**src/rtl/ita_pkg.sv**
```systemverilog
// Shared types, sizes and character helpers for the integer to ASCII converter.
// Used by every module in this folder; it depends on nothing else.
package ita_pkg;

    localparam int VALUE_BITS = 32;
    localparam int DEC_DIGITS = (VALUE_BITS * 30103) / 100000 + 1;
    localparam int HEX_DIGITS = (VALUE_BITS + 3) / 4;
    localparam int NUM_DIGITS = (DEC_DIGITS > HEX_DIGITS) ? DEC_DIGITS : HEX_DIGITS;
    localparam int DIG_W      = 4 * NUM_DIGITS;
    localparam int SEL_W      = $clog2(NUM_DIGITS);
    localparam int IDX_W      = $clog2(NUM_DIGITS + 1);
    localparam int CNT_W      = $clog2(VALUE_BITS + 1);

    localparam logic [6:0] CH_ZERO    = 7'd48;
    localparam logic [6:0] CH_LOWER_A = 7'd97;
    localparam logic [6:0] CH_UPPER_A = 7'd65;
    localparam logic [6:0] CH_MINUS   = 7'd45;

    typedef enum logic [1:0] {
        CMD_SDEC  = 2'd0,
        CMD_UDEC  = 2'd1,
        CMD_LHEX  = 2'd2,
        CMD_UHEX  = 2'd3
    } t_cmd;

    typedef enum logic [1:0] {
        ST_IDLE,
        ST_CONV,
        ST_EMIT
    } t_state;

    typedef struct packed {
        logic [1:0]  cmd;
        logic [31:0] value;
    } t_in_beat;

    typedef struct packed {
        logic [6:0] character;
        logic       last;
    } t_out_beat;

    typedef struct packed {
        logic                  load;
        logic                  hex;
        logic [VALUE_BITS-1:0] mag;
    } t_conv_ctrl;

    typedef struct packed {
        logic             done;
        logic [IDX_W-1:0] ndig;
        logic [3:0]       nibble;
    } t_conv_stat;

    function automatic logic [6:0] digit_char(input logic [3:0] d, input logic upper);
        logic [6:0] ch;
        if (d < 4'd10) begin
            ch = CH_ZERO + {3'b000, d};
        end else if (upper) begin
            ch = CH_UPPER_A + {3'b000, d} - 7'd10;
        end else begin
            ch = CH_LOWER_A + {3'b000, d} - 7'd10;
        end
        return ch;
    endfunction

endpackage

```
**src/rtl/ita_conv_unit.sv**
```systemverilog
// Shared shift and add-3 unit that turns a magnitude into BCD digits one bit per cycle.
// Hex values are loaded as nibbles directly. Depends on ita_pkg.
module ita_conv_unit (
    input  logic                          i_clk,
    input  logic                          i_rst_n,
    input  ita_pkg::t_conv_ctrl           i_ctrl,
    input  logic [ita_pkg::SEL_W-1:0]     i_sel,
    output ita_pkg::t_conv_stat           o_stat
);

    logic [ita_pkg::VALUE_BITS-1:0] r_bin;
    logic [ita_pkg::VALUE_BITS-1:0] n_bin;
    logic [ita_pkg::DIG_W-1:0]      r_bcd;
    logic [ita_pkg::DIG_W-1:0]      n_bcd;
    logic [ita_pkg::DIG_W-1:0]      adj;
    logic [ita_pkg::CNT_W-1:0]      r_cnt;
    logic [ita_pkg::CNT_W-1:0]      n_cnt;
    logic [ita_pkg::IDX_W-1:0]      ndig;

    always_comb begin
        for (int k = 0; k < ita_pkg::NUM_DIGITS; k++) begin
            if (r_bcd[4*k +: 4] >= 4'd5) begin
                adj[4*k +: 4] = r_bcd[4*k +: 4] + 4'd3;
            end else begin
                adj[4*k +: 4] = r_bcd[4*k +: 4];
            end
        end
    end

    always_comb begin
        n_bin = r_bin;
        n_bcd = r_bcd;
        n_cnt = r_cnt;
        if (i_ctrl.load) begin
            n_bin = i_ctrl.mag;
            if (i_ctrl.hex) begin
                n_bcd = ita_pkg::DIG_W'(i_ctrl.mag);
                n_cnt = '0;
            end else begin
                n_bcd = '0;
                n_cnt = ita_pkg::CNT_W'(ita_pkg::VALUE_BITS);
            end
        end else if (r_cnt != '0) begin
            n_bcd = {adj[ita_pkg::DIG_W-2:0], r_bin[ita_pkg::VALUE_BITS-1]};
            n_bin = {r_bin[ita_pkg::VALUE_BITS-2:0], 1'b0};
            n_cnt = r_cnt - 1'b1;
        end
    end

    always_ff @(posedge i_clk) begin
        if (!i_rst_n) begin
            r_cnt <= '0;
        end else begin
            r_cnt <= n_cnt;
        end
        r_bin <= n_bin;
        r_bcd <= n_bcd;
    end

    always_comb begin
        ndig = ita_pkg::IDX_W'(1);
        for (int k = 1; k < ita_pkg::NUM_DIGITS; k++) begin
            if (r_bcd[4*k +: 4] != 4'd0) begin
                ndig = ita_pkg::IDX_W'(k + 1);
            end
        end
    end

    assign o_stat.done   = (r_cnt == '0);
    assign o_stat.ndig   = ndig;
    assign o_stat.nibble = r_bcd[{i_sel, 2'b00} +: 4];

endmodule

```
**src/rtl/ita_out_reg.sv**
```systemverilog
// Output register of the result channel; it holds one character beat until taken.
// Depends on ita_pkg.
module ita_out_reg (
    input  logic               i_clk,
    input  logic               i_rst_n,
    input  logic               i_push,
    input  ita_pkg::t_out_beat i_beat,
    input  logic               i_out_ready,
    output logic               o_free,
    output logic               o_out_valid,
    output ita_pkg::t_out_beat o_out_data
);

    logic               r_valid;
    ita_pkg::t_out_beat r_data;

    assign o_free = !r_valid || i_out_ready;

    always_ff @(posedge i_clk) begin
        if (!i_rst_n) begin
            r_valid <= 1'b0;
        end else if (i_push) begin
            r_valid <= 1'b1;
        end else if (i_out_ready) begin
            r_valid <= 1'b0;
        end
        if (i_push) begin
            r_data <= i_beat;
        end
    end

    assign o_out_valid = r_valid;
    assign o_out_data  = r_data;

endmodule

```
**src/rtl/integer_to_ascii_converter.sv**
```systemverilog
// Top level of the integer to ASCII converter: sequencer, conversion unit and output register.
// Depends on ita_pkg, ita_conv_unit and ita_out_reg.
//
// An input beat carries a mode and a 32-bit value. The block answers with one output beat
// per character, most significant first, with last set on the final character. Zero gives
// a single '0'; a negative value in signed decimal mode gives '-' and then its magnitude.
// The input is ready only while the block is idle, so one number is handled at a time.
// Decimal numbers pass through a shift and add-3 loop, one bit per cycle; hex numbers
// skip that loop. After that, one character leaves per cycle while the receiver takes
// them. A new input beat is taken once the last character sits in the output register,
// even if the receiver has not yet taken it. When the receiver stalls, the output
// register holds its beat and the sequencer waits. Reset clears the sequencer and the
// output register; the block is then idle and ready.
module integer_to_ascii_converter (
    input  logic               i_clk,
    input  logic               i_rst_n,
    input  logic               i_in_valid,
    output logic               o_in_ready,
    input  ita_pkg::t_in_beat  i_in_data,
    output logic               o_out_valid,
    input  logic               i_out_ready,
    output ita_pkg::t_out_beat o_out_data
);

    ita_pkg::t_state     r_state;
    ita_pkg::t_state     n_state;
    logic                r_neg;
    logic                n_neg;
    logic                r_upper;
    logic                n_upper;
    logic [ita_pkg::IDX_W-1:0] r_idx;
    logic [ita_pkg::IDX_W-1:0] n_idx;
    logic [ita_pkg::IDX_W-1:0] idx_m1;

    ita_pkg::t_conv_ctrl conv_ctrl;
    ita_pkg::t_conv_stat conv_stat;
    ita_pkg::t_out_beat  push_beat;
    ita_pkg::t_cmd       cmd;
    logic [ita_pkg::VALUE_BITS-1:0] raw;
    logic                is_neg;
    logic                push;
    logic                free;

    assign cmd    = ita_pkg::t_cmd'(i_in_data.cmd);
    assign raw    = i_in_data.value[ita_pkg::VALUE_BITS-1:0];
    assign is_neg = (cmd == ita_pkg::CMD_SDEC) && raw[ita_pkg::VALUE_BITS-1];
    assign idx_m1 = r_idx - 1'b1;

    always_comb begin
        n_state         = r_state;
        n_neg           = r_neg;
        n_upper         = r_upper;
        n_idx           = r_idx;
        o_in_ready      = 1'b0;
        push            = 1'b0;
        push_beat       = '0;
        conv_ctrl.load  = 1'b0;
        conv_ctrl.hex   = (cmd == ita_pkg::CMD_LHEX) || (cmd == ita_pkg::CMD_UHEX);
        conv_ctrl.mag   = is_neg ? (~raw + 1'b1) : raw;
        unique case (r_state)
            ita_pkg::ST_IDLE: begin
                o_in_ready = 1'b1;
                if (i_in_valid) begin
                    conv_ctrl.load = 1'b1;
                    n_neg          = is_neg;
                    n_upper        = (cmd == ita_pkg::CMD_UHEX);
                    n_state        = ita_pkg::ST_CONV;
                end
            end
            ita_pkg::ST_CONV: begin
                if (conv_stat.done) begin
                    n_idx   = conv_stat.ndig;
                    n_state = ita_pkg::ST_EMIT;
                end
            end
            ita_pkg::ST_EMIT: begin
                if (free) begin
                    push = 1'b1;
                    if (r_neg) begin
                        push_beat.character = ita_pkg::CH_MINUS;
                        push_beat.last      = 1'b0;
                        n_neg               = 1'b0;
                    end else begin
                        push_beat.character = ita_pkg::digit_char(conv_stat.nibble, r_upper);
                        push_beat.last      = (r_idx == ita_pkg::IDX_W'(1));
                        n_idx               = idx_m1;
                        if (r_idx == ita_pkg::IDX_W'(1)) begin
                            n_state = ita_pkg::ST_IDLE;
                        end
                    end
                end
            end
            default: begin
                n_state = ita_pkg::ST_IDLE;
            end
        endcase
    end

    always_ff @(posedge i_clk) begin
        if (!i_rst_n) begin
            r_state <= ita_pkg::ST_IDLE;
            r_neg   <= 1'b0;
            r_idx   <= '0;
        end else begin
            r_state <= n_state;
            r_neg   <= n_neg;
            r_idx   <= n_idx;
        end
        r_upper <= n_upper;
    end

    ita_conv_unit u_conv (
        .i_clk   (i_clk),
        .i_rst_n (i_rst_n),
        .i_ctrl  (conv_ctrl),
        .i_sel   (idx_m1[ita_pkg::SEL_W-1:0]),
        .o_stat  (conv_stat)
    );

    ita_out_reg u_out (
        .i_clk       (i_clk),
        .i_rst_n     (i_rst_n),
        .i_push      (push),
        .i_beat      (push_beat),
        .i_out_ready (i_out_ready),
        .o_free      (free),
        .o_out_valid (o_out_valid),
        .o_out_data  (o_out_data)
    );

endmodule

```
**config.mk**
```make
export PLATFORM = sky130hd
export DESIGN_NAME = integer_to_ascii_converter
export DESIGN_NICKNAME = d
export VERILOG_FILES = /design/src/rtl/ita_pkg.sv /design/src/rtl/ita_conv_unit.sv /design/src/rtl/ita_out_reg.sv /design/src/rtl/integer_to_ascii_converter.sv
export SDC_FILE = /design/constraint.sdc
export NUM_CORES = 1
export LEC_CHECK = 0
export BUFFER_PORTS_ARGS = -buffer_cell sky130_fd_sc_hd__buf_4
export CAP_MARGIN = 10
export CELL_PAD_IN_SITES_DETAIL_PLACEMENT = 1
export CELL_PAD_IN_SITES_GLOBAL_PLACEMENT = 1
export CORE_MARGIN = 3
export CORE_UTILIZATION = 47
export DETAILED_ROUTE_END_ITERATION = 6
export PLACE_DENSITY_LB_ADDON = 0.12
export SYNTH_ARGS = -nofsm -noshare
export SYNTH_HDL_FRONTEND = slang
export SYNTH_SLANG_ARGS = --single-unit
```
**constraint.sdc**
```tcl
create_clock -name i_clk -period 4.4 [get_ports i_clk]
set_input_delay 0.88 -clock i_clk [delete_from_list [all_inputs] [get_ports i_clk]]
set_output_delay 0.88 -clock i_clk [all_outputs]
set_load 0.01 [all_outputs]
```
==> results of run 1 <==
[power by group]
group | switching (mW) | internal (mW) | total, mW
logic | 1.64 | 1.02 | 2.65
clock network | 0.344 | 0.379 | 0.723
registers | 0.354 | 1.68 | 2.03
[cell type report]
class | count | area (µm²) | area share
Clock buffer | 11 | 233 | 0.0334
Tap cell | 172 | 215 | 0.0309
Inverter | 32 | 120 | 0.0173
Clock inverter | 5 | 25.0 | 0.00359
Timing Repair Buffer | 52 | 403 | 0.0579
Sequential cell | 95 | 2710 | 0.390
Multi-Input combinational cell | 499 | 3250 | 0.467
[logic make-up after synthesis]
group,synth area share
adders and majority gates,0.0524
DFF,0.437
and+or+nand+nor,0.183
xor gates and xnor gates,0.0750
AOI/OAI and AO/OA,0.174
buffers and inverters,0.0393
muxes,0.0385
[flip-flops by register name, summed over array words and instances, names as in the netlist]
signal / count
u_conv.r_bcd: 40
u_conv.r_bin: 32
u_out.o_out_data: 8
u_conv.r_cnt: 6
r_idx: 4
r_state: 2
r_neg: 1
r_upper: 1
u_out.o_out_valid: 1
[cells in the mapped netlist, types with 4 or more instances]
| master | count |
|---|---|
| sky130_fd_sc_hd__mux4_2 | 7 |
| sky130_fd_sc_hd__nand2_1 | 65 |
| sky130_fd_sc_hd__mux2i_1 | 7 |
| sky130_fd_sc_hd__inv_1 | 32 |
| sky130_fd_sc_hd__nor2_1 | 52 |
| sky130_fd_sc_hd__ha_1 | 26 |
| sky130_fd_sc_hd__buf_1 | 4 |
| sky130_fd_sc_hd__nand2b_1 | 17 |
| sky130_fd_sc_hd__nor3b_1 | 14 |
| sky130_fd_sc_hd__a21boi_0 | 5 |
| sky130_fd_sc_hd__o21ai_0 | 73 |
| sky130_fd_sc_hd__xor2_1 | 28 |
| sky130_fd_sc_hd__nand3_1 | 37 |
| sky130_fd_sc_hd__nand4_1 | 4 |
| sky130_fd_sc_hd__a31oi_1 | 8 |
| sky130_fd_sc_hd__clkbuf_1 | 23 |
| sky130_fd_sc_hd__a21oi_1 | 46 |
| sky130_fd_sc_hd__dfxtp_1 | 14 |
| sky130_fd_sc_hd__xnor2_1 | 22 |
| sky130_fd_sc_hd__edfxtp_1 | 81 |
| sky130_fd_sc_hd__o31ai_1 | 16 |
| sky130_fd_sc_hd__nor3_1 | 13 |
| sky130_fd_sc_hd__and2_1 | 5 |
[per-layer routing]
metal	share of wire	wire (µm)
met5	0	0
met4	0.022	354
met3	0.025	419
met2	0.50	8190
met1	0.46	7490
[metrics by stage]
stage          setup WS (ns)  hold WS (ns)
2_1_floorplan          0.905         0.445
3_3_place_gp            1.49         0.454
3_5_place_dp            1.40         0.482
4_1_cts                 1.39         0.496
5_1_grt                 1.14         0.516
6_report                1.36         0.489
[path summary, 6_finish.rpt]
kind                                 startpoint                  end  slack [ns]  cells after the start
worst max-delay path                   r_idx[1]  u_out.o_out_data[7]        1.36                      8
worst max register to register         r_idx[1]  u_out.o_out_data[7]        1.36                      8
worst min register to register  u_conv.r_cnt[4]      u_conv.r_cnt[4]        0.49                      2
worst min-delay path            u_conv.r_cnt[4]      u_conv.r_cnt[4]        0.49                      2
[worst min-delay path: cells and delay by family (launching register included)]
family	cells	cell delay, ns
compound gates	1	0.06
flops	1	0.33
simple gates	1	0.06
[cell usage in the layout (no fill, tap or decap), types with 4 or more instances in the layout]
cell type and n:
sky130_fd_sc_hd__nor3b_1 14, sky130_fd_sc_hd__and2_1 5, sky130_fd_sc_hd__o21ai_0 73, sky130_fd_sc_hd__mux4_2 7
sky130_fd_sc_hd__dfxtp_1 14, sky130_fd_sc_hd__nand2_1 63, sky130_fd_sc_hd__a31oi_1 8, sky130_fd_sc_hd__xnor2_1 22
sky130_fd_sc_hd__xor2_1 28, sky130_fd_sc_hd__ha_1 26, sky130_fd_sc_hd__nor3_1 13, sky130_fd_sc_hd__buf_4 51
sky130_fd_sc_hd__edfxtp_1 81, sky130_fd_sc_hd__nand4_1 4, sky130_fd_sc_hd__mux2i_1 7, sky130_fd_sc_hd__nor2_1 52
sky130_fd_sc_hd__a21oi_1 46, sky130_fd_sc_hd__clkbuf_16 9, sky130_fd_sc_hd__o31ai_1 16, sky130_fd_sc_hd__nand3_1 37
sky130_fd_sc_hd__a21boi_0 5, sky130_fd_sc_hd__inv_1 31, sky130_fd_sc_hd__nand2b_1 17
==> parameters.txt, run 1 <==
Parameter                              Value

Status
  Run status    completed

STA
  Slew Limit Fails    0
  Post-Route Skew    0.00994 ns
  Max-Slew Margin vs Limit    0.304
  Period Utilization, post-route    0.690
  Final hold viol count    0
  TNS Setup    0 ns
  Peak clock frequency supported by timing    329 MHz
  Actual slew at the worst max-slew pin    1.04 ns
  Setup violators final    0
  Final critical delay including setup and external delays    3.04 ns
  Unrepaired setup endpoints after global routing    false

CTS
  Max Buffers Root-to-Sink    2
  Resized Gates After CTS    0
  Maximum level of the CTS H-tree    3
  Clock transition at the registers of the reported paths    0.07 ns
  Setup Buffers After CTS    0
  Count of hold-fix buffers inserted at cts    0
  CTS Sinks    95
  Clock tree root buffer cell    sky130_fd_sc_hd__clkbuf_16
  CTS buffer count    9
  CTS tree    yes
  Insertion delay of the later-clocked pin in the worst-skew pair    roughly 0.35 ns

Global route
  Overall Global Routing Usage    0.233
  Most heavily used metal layer in global routing    met2
  Met1 layer usage reported by global route    0.303
  Met2 track demand over resource    0.390
  Met3 usage in global routing    0.0368
  Via count of the first global-routing pass    5197
  Maximum number of pins on one net before global-route repair    78
  Final global-route overflow total    0
  Wire length of the first global-routing pass    26900 µm
  Antenna violations before repair    0

Logic synthesis
  Number of warnings issued by yosys    0
  Post-synthesis area per instance    9.44 µm²
  Share of synthesized area occupied by flip-flops and latches    0.437
  Fraction of registers with async set/reset    0
  Primary FF master, synth    sky130_fd_sc_hd__edfxtp_1
  Cells after Synth    657
  Synth Net Count    721
  Flip-flop and latch count after synthesis    95
  Cell type contributing the most total cell area after synthesis    sky130_fd_sc_hd__edfxtp_1
  Number of different library cells in the post-synthesis netlist    61
  Cells taking the most area after synthesis    sky130_fd_sc_hd__edfxtp_1 (39%), sky130_fd_sc_hd__o21ai_0 (5.9%), sky130_fd_sc_hd__ha_1 (5.2%)
  Netlist area before placement    ~6200 µm²
  Share of the synthesized area in the top cell type    0.392
  Post-synth EDFFs    81

Critical path
  Total buffers and inverters traversed by the critical path    1
  Type of element launching the critical path    flip-flop
  Maximum net fanout on the critical path    13
  WS Path Type    flip-flop to flip-flop
  Largest delay share family, worst path    adder cells
  Required time at the worst-slack endpoint    4.48 ns
  Critical path, cell by cell    inv_1, ha_1, mux4_2, mux2i_1, o22a_1, ha_1, a21o_1, a211oi_1
  Delay of the slowest cell on the worst path    0.65 ns
  Setup crit end kind    flip-flop
  Cell occurring most often along the worst timing path    sky130_fd_sc_hd__ha_1
  Crit path DAT    3.11 ns
  Slowest-stage cell, CP    sky130_fd_sc_hd__ha_1

Finish
  Share of the core filled with cells    0.545
  Area growth, synth to finish    12.2%
  Total of fill cells in the finished design    1454
  Ratio of cells with drive above 1 in the final layout    0.127
  Total number of nets in the final design    roughly 750
  Post-Layout Cell Count    between 800 and 900
  # diodes    0
  Post-Layout Inst Area    6960 µm²

Power and ir drop
  Static leakage power    2.55 nW
  Tot Pwr    roughly 5.4 mW
  Power Density    just under 800 nW/µm²
  VDD IR-drop max    0.310 mV

Worst hold path
  Type of the tightest min-delay check    flip-flop to flip-flop

Die
  Initial Util    0.486
  Width of the die    121 µm
  Core ar.    12800 µm²
  Num ports    48
  Die span in y    ~120 µm
  Number of placement rows    41
  Area enclosed by the die boundary    14600 µm²

Run
  Number of maximum-capacitance violations    0

Routing
  WL/cell    19.0 µm
  Via count normalized by instance count    5.88
  Antenna Nets Post-Route    0
  Number of design rule violations left after detail routing    0
  DRT iter0 DRCs    241
  Routed WL    16500 µm
  DR vias    5092
  Number of detailed-route iterations in the first pass    4

Placement
  Half-perimeter wire length after placement    roughly 12000 µm
  Post-placement cell count    about 850
  Placed cell area    6680 µm²
  Final RePlAce weighted congestion    0.824
  Number of port buffers    47
No activity file was read; power rests on OpenSTA's default activity.
==> run 2: changes to the inputs <==
ABC_AREA = 1   (was not set)
CORE_UTILIZATION = 46   (was 47)
clock period = 2.8 ns   (was 4.4 ns; I/O delays follow)
==> parameters.txt, run 2 <==
Parameter                              Value

STA
  Peak clock frequency supported by timing    424 MHz (+29%)
  Period Utilization, post-route    0.843 (+0.153)
  Slew Limit Fails    0 (unchanged)
  Final critical delay including setup and external delays    2.36 ns (-0.677 ns)
  Worst hold slack    0.461 ns (-0.0275 ns)
  Post-Route Skew    0.00814 ns (-0.00180 ns)
  Actual slew at the worst max-slew pin    0.790 ns (-0.251 ns)
  Unrepaired setup endpoints after global routing    false
  Setup violators final    0 (unchanged)
  Max-Slew Margin vs Limit    0.472 (+0.168)
  TNS Setup    0 ns (unchanged)
  Final hold viol count    0 (unchanged)

Power and ir drop
  VDD IR-drop max    0.569 mV (+83%)
  Power Density    1230 nW/µm² (+59%)
  Static leakage power    3.25 nW (+27%)

Die
  Die span in y    126 µm (+4.3%)
  Core ar.    14000 µm² (+9.5%)
  Number of placement rows    43 (+4.9%)
  Width of the die    126 µm (+4.3%)
  Num ports    48 (unchanged)
  Area enclosed by the die boundary    15900 µm² (+8.9%)
  Initial Util    0.475 (-0.0111)

Routing
  DRT iter0 DRCs    298 (+24%)
  Via count normalized by instance count    5.55 (-5.6%)
  Routed WL    19300 µm (+17%)
  WL/cell    17.6 µm (-7.2%)
  DR vias    6059 (+19%)
  Number of design rule violations left after detail routing    0 (unchanged)
  Number of detailed-route iterations in the first pass    5 (+1)
  Antenna Nets Post-Route    0 (unchanged)

Finish
  Largest register FFs    40 (unchanged)
  Area used by sequential logic in the layout    2710 µm² (unchanged)
  Combined area of the multi-input logic cells    3330 µm² (+2.5%)
  Most frequent cells in the layout    sky130_fd_sc_hd__nand2_1 (199), sky130_fd_sc_hd__inv_1 (108), sky130_fd_sc_hd__nor2_1 (96)
  Post-Layout Cell Count    1092 (+26%)
  Total number of nets in the final design    971 (+29%)
  Total of fill cells in the finished design    1763 (+21%)
  Ratio of cells with drive above 1 in the final layout    0.117 (-0.00948)
  Share of the core filled with cells    0.531 (-0.0137)
  Area growth, synth to finish    11.9%
  Most flop-heavy register    u_conv.r_bcd
  # diodes    0 (unchanged)
  Leading cell type in the layout, fill and taps excluded    sky130_fd_sc_hd__nand2_1

Logic synthesis
  Synth Net Count    930 (+29%)
  Post-synth EDFFs    81 (unchanged)
  Cells taking the most area after synthesis    sky130_fd_sc_hd__edfxtp_1 (37%), sky130_fd_sc_hd__nand2_1 (11%), sky130_fd_sc_hd__inv_1 (6.2%)
  Fraction of registers with async set/reset    0 (unchanged)
  Number of warnings issued by yosys    0 (unchanged)
  Flip-flop and latch count after synthesis    95 (unchanged)
  Most frequent cell after synthesis    sky130_fd_sc_hd__nand2_1
  Post-synthesis area per instance    7.67 µm² (-19%)
  Share of the synthesized area in the top cell type    0.366 (-0.0257)
  Share of synthesized area occupied by flip-flops and latches    0.409 (-0.0287)
  Number of different library cells in the post-synthesis netlist    52 (-15%)
  Top cells by instance count after synthesis    sky130_fd_sc_hd__nand2_1 (200), sky130_fd_sc_hd__inv_1 (109), sky130_fd_sc_hd__nor2_1 (96)
  Cells after Synth    866 (+32%)
  Primary FF master, synth    sky130_fd_sc_hd__edfxtp_1
  Cell type contributing the most total cell area after synthesis    sky130_fd_sc_hd__edfxtp_1
  Netlist area before placement    6640 µm² (+7.0%)

Status
  Run status    completed

Run
  Number of maximum-capacitance violations    0 (unchanged)

Critical path
  Cell occurring most often along the worst timing path    sky130_fd_sc_hd__inv_1
  Maximum net fanout on the critical path    8 (-5)
  Slowest-stage cell, CP    sky130_fd_sc_hd__ha_1
  Type of element launching the critical path    flip-flop
  Reg-to-reg slack, setup    0.44 ns (-0.92 ns)
  Crit path DAT    2.55 ns (-0.56 ns)
  Crit Reg-Reg Startpoint    r_idx[1]
  Setup crit end kind    flip-flop
  End of the worst register-to-register path    u_out.o_out_data[3]
  Worst Reg2Reg Path Length in Cells    13 (+5)
  Required time at the worst-slack endpoint    2.99 ns (-1.49 ns)
  Delay of the slowest cell on the worst path    0.40 ns (-0.25 ns)
  Critical path, cell by cell    inv_1, ha_1, inv_1, o211ai_1, nand3_1, nand3_1, nand2_1, inv_1, ha_1, inv_1, nor2_4, nand3_1, a21oi_1
  Critical path origin    r_idx[1]
  WS Path Type    flip-flop to flip-flop

CTS
  Setup Buffers After CTS    0 (unchanged)
  Clock transition at the registers of the reported paths    0.07 ns (about the same)
  CTS buffer count    9 (unchanged)
  Max Buffers Root-to-Sink    2 (unchanged)
  Count of hold-fix buffers inserted at cts    0 (unchanged)
  Clock tree root buffer cell    sky130_fd_sc_hd__clkbuf_16
  Resized Gates After CTS    0 (unchanged)
  Insertion delay of the later-clocked pin in the worst-skew pair    0.35 ns (about the same)
  Maximum level of the CTS H-tree    3 (unchanged)
  CTS Sinks    95 (unchanged)
  CTS tree    yes

Placement
  Post-placement cell count    1076 (+27%)
  Final RePlAce weighted congestion    0.867 (+5.2%)
  Number of port buffers    47 (unchanged)
  Half-perimeter wire length after placement    14600 µm (+20%)

Global route
  Wire length of the first global-routing pass    31900 µm (+19%)
  Antenna violations before repair    0 (unchanged)
  Overall Global Routing Usage    0.248 (+0.0150)
  Maximum number of pins on one net before global-route repair    52 (-33%)
  Final global-route overflow total    0 (unchanged)
  Via count of the first global-routing pass    6421 (+24%)

Worst hold path
  Worst Hold End    u_conv.r_cnt[0]
  Hold path depth    1 (-1)
  Type of the tightest min-delay check    flip-flop to flip-flop
  Min-delay src    u_conv.r_cnt[0]
-- run 2: cell type report --
type / count / area share
Tap cell: 180 / 0.0303
Sequential cell: 95 / 0.365
Clock buffer: 9 / 0.0303
Inverter: 117 / 0.0594
Clock inverter: 7 / 0.00808
Timing Repair Buffer: 56 / 0.0582
Multi-Input combinational cell: 628 / 0.449
-- run 2: worst max-delay path by stage --
stage | slack [ns] | cells after the start | to
after detailed placement | 0.48 | 11 | u_conv.r_bin[28]
after CTS | 0.43 | 13 | u_out.o_out_data[3]
after global routing | 0.22 | 13 | u_out.o_out_data[3]
after floorplan | 0.13 | 5 | u_conv.r_bcd[0]
after global placement | 0.50 | 11 | u_conv.r_bin[30]
final | 0.44 | 13 | u_out.o_out_data[3]
-- run 2: layer usage --
metal | vias to the layer above | routed length (µm) | GRT usage | part of all wire
met5 | - | 0 | 0 | 0
met1 | 2915 | 8540 | 0.315 | 0.44
met2 | 124 | 9500 | 0.428 | 0.49
li1 | 2986 | - | - | -
met3 | 34 | 657 | 0.0284 | 0.034
met4 | 0 | 559 | 0.105 | 0.029
-- run 2: critical path, delay by kind of cell, from the launching register on --
kind                       cells  cell delay, ns
buffers and inverters          4            0.48
AOI/OAI and AO/OA              2            0.31
and+or+nand+nor                5            0.47
DFF                            1            0.34
adders and majority gates      2            0.62
-- run 2: cells by family after synthesis --
group                    count (synthesis)  share of synthesized area
AND/OR/NAND/NOR                        406                      0.268
AO/OA/AOI/OAI                          173                      0.154
buffers and inverters                  143                     0.0897
flip-flops                              95                      0.409
adder cells (fa/ha/maj)                 26                     0.0490
XOR/XNOR                                23                     0.0303
-- run 2: stage by stage --
step / setup slack [ns] / power (mW) / instance area, µm²
3_5_place_dp: 0.482 / 7.91 / 7150
6_report: 0.441 / 9.16 / 7430
4_1_cts: 0.426 / 9.22 / 7430
5_1_grt: 0.217 / 9.99 / 7430
2_1_floorplan: 0.134 / 6.52 / 6640
3_3_place_gp: 0.501 / 7.60 / 7150
-- run 2: power by group --
group	internal, mW	switching [mW]	total (mW)	leakage [nW]
Combinational	1.59	3.25	4.84	2.15
Clock	0.621	0.586	1.21	0.138
Sequential	2.68	0.436	3.11	0.963
Total	4.89	4.27	9.16	3.25
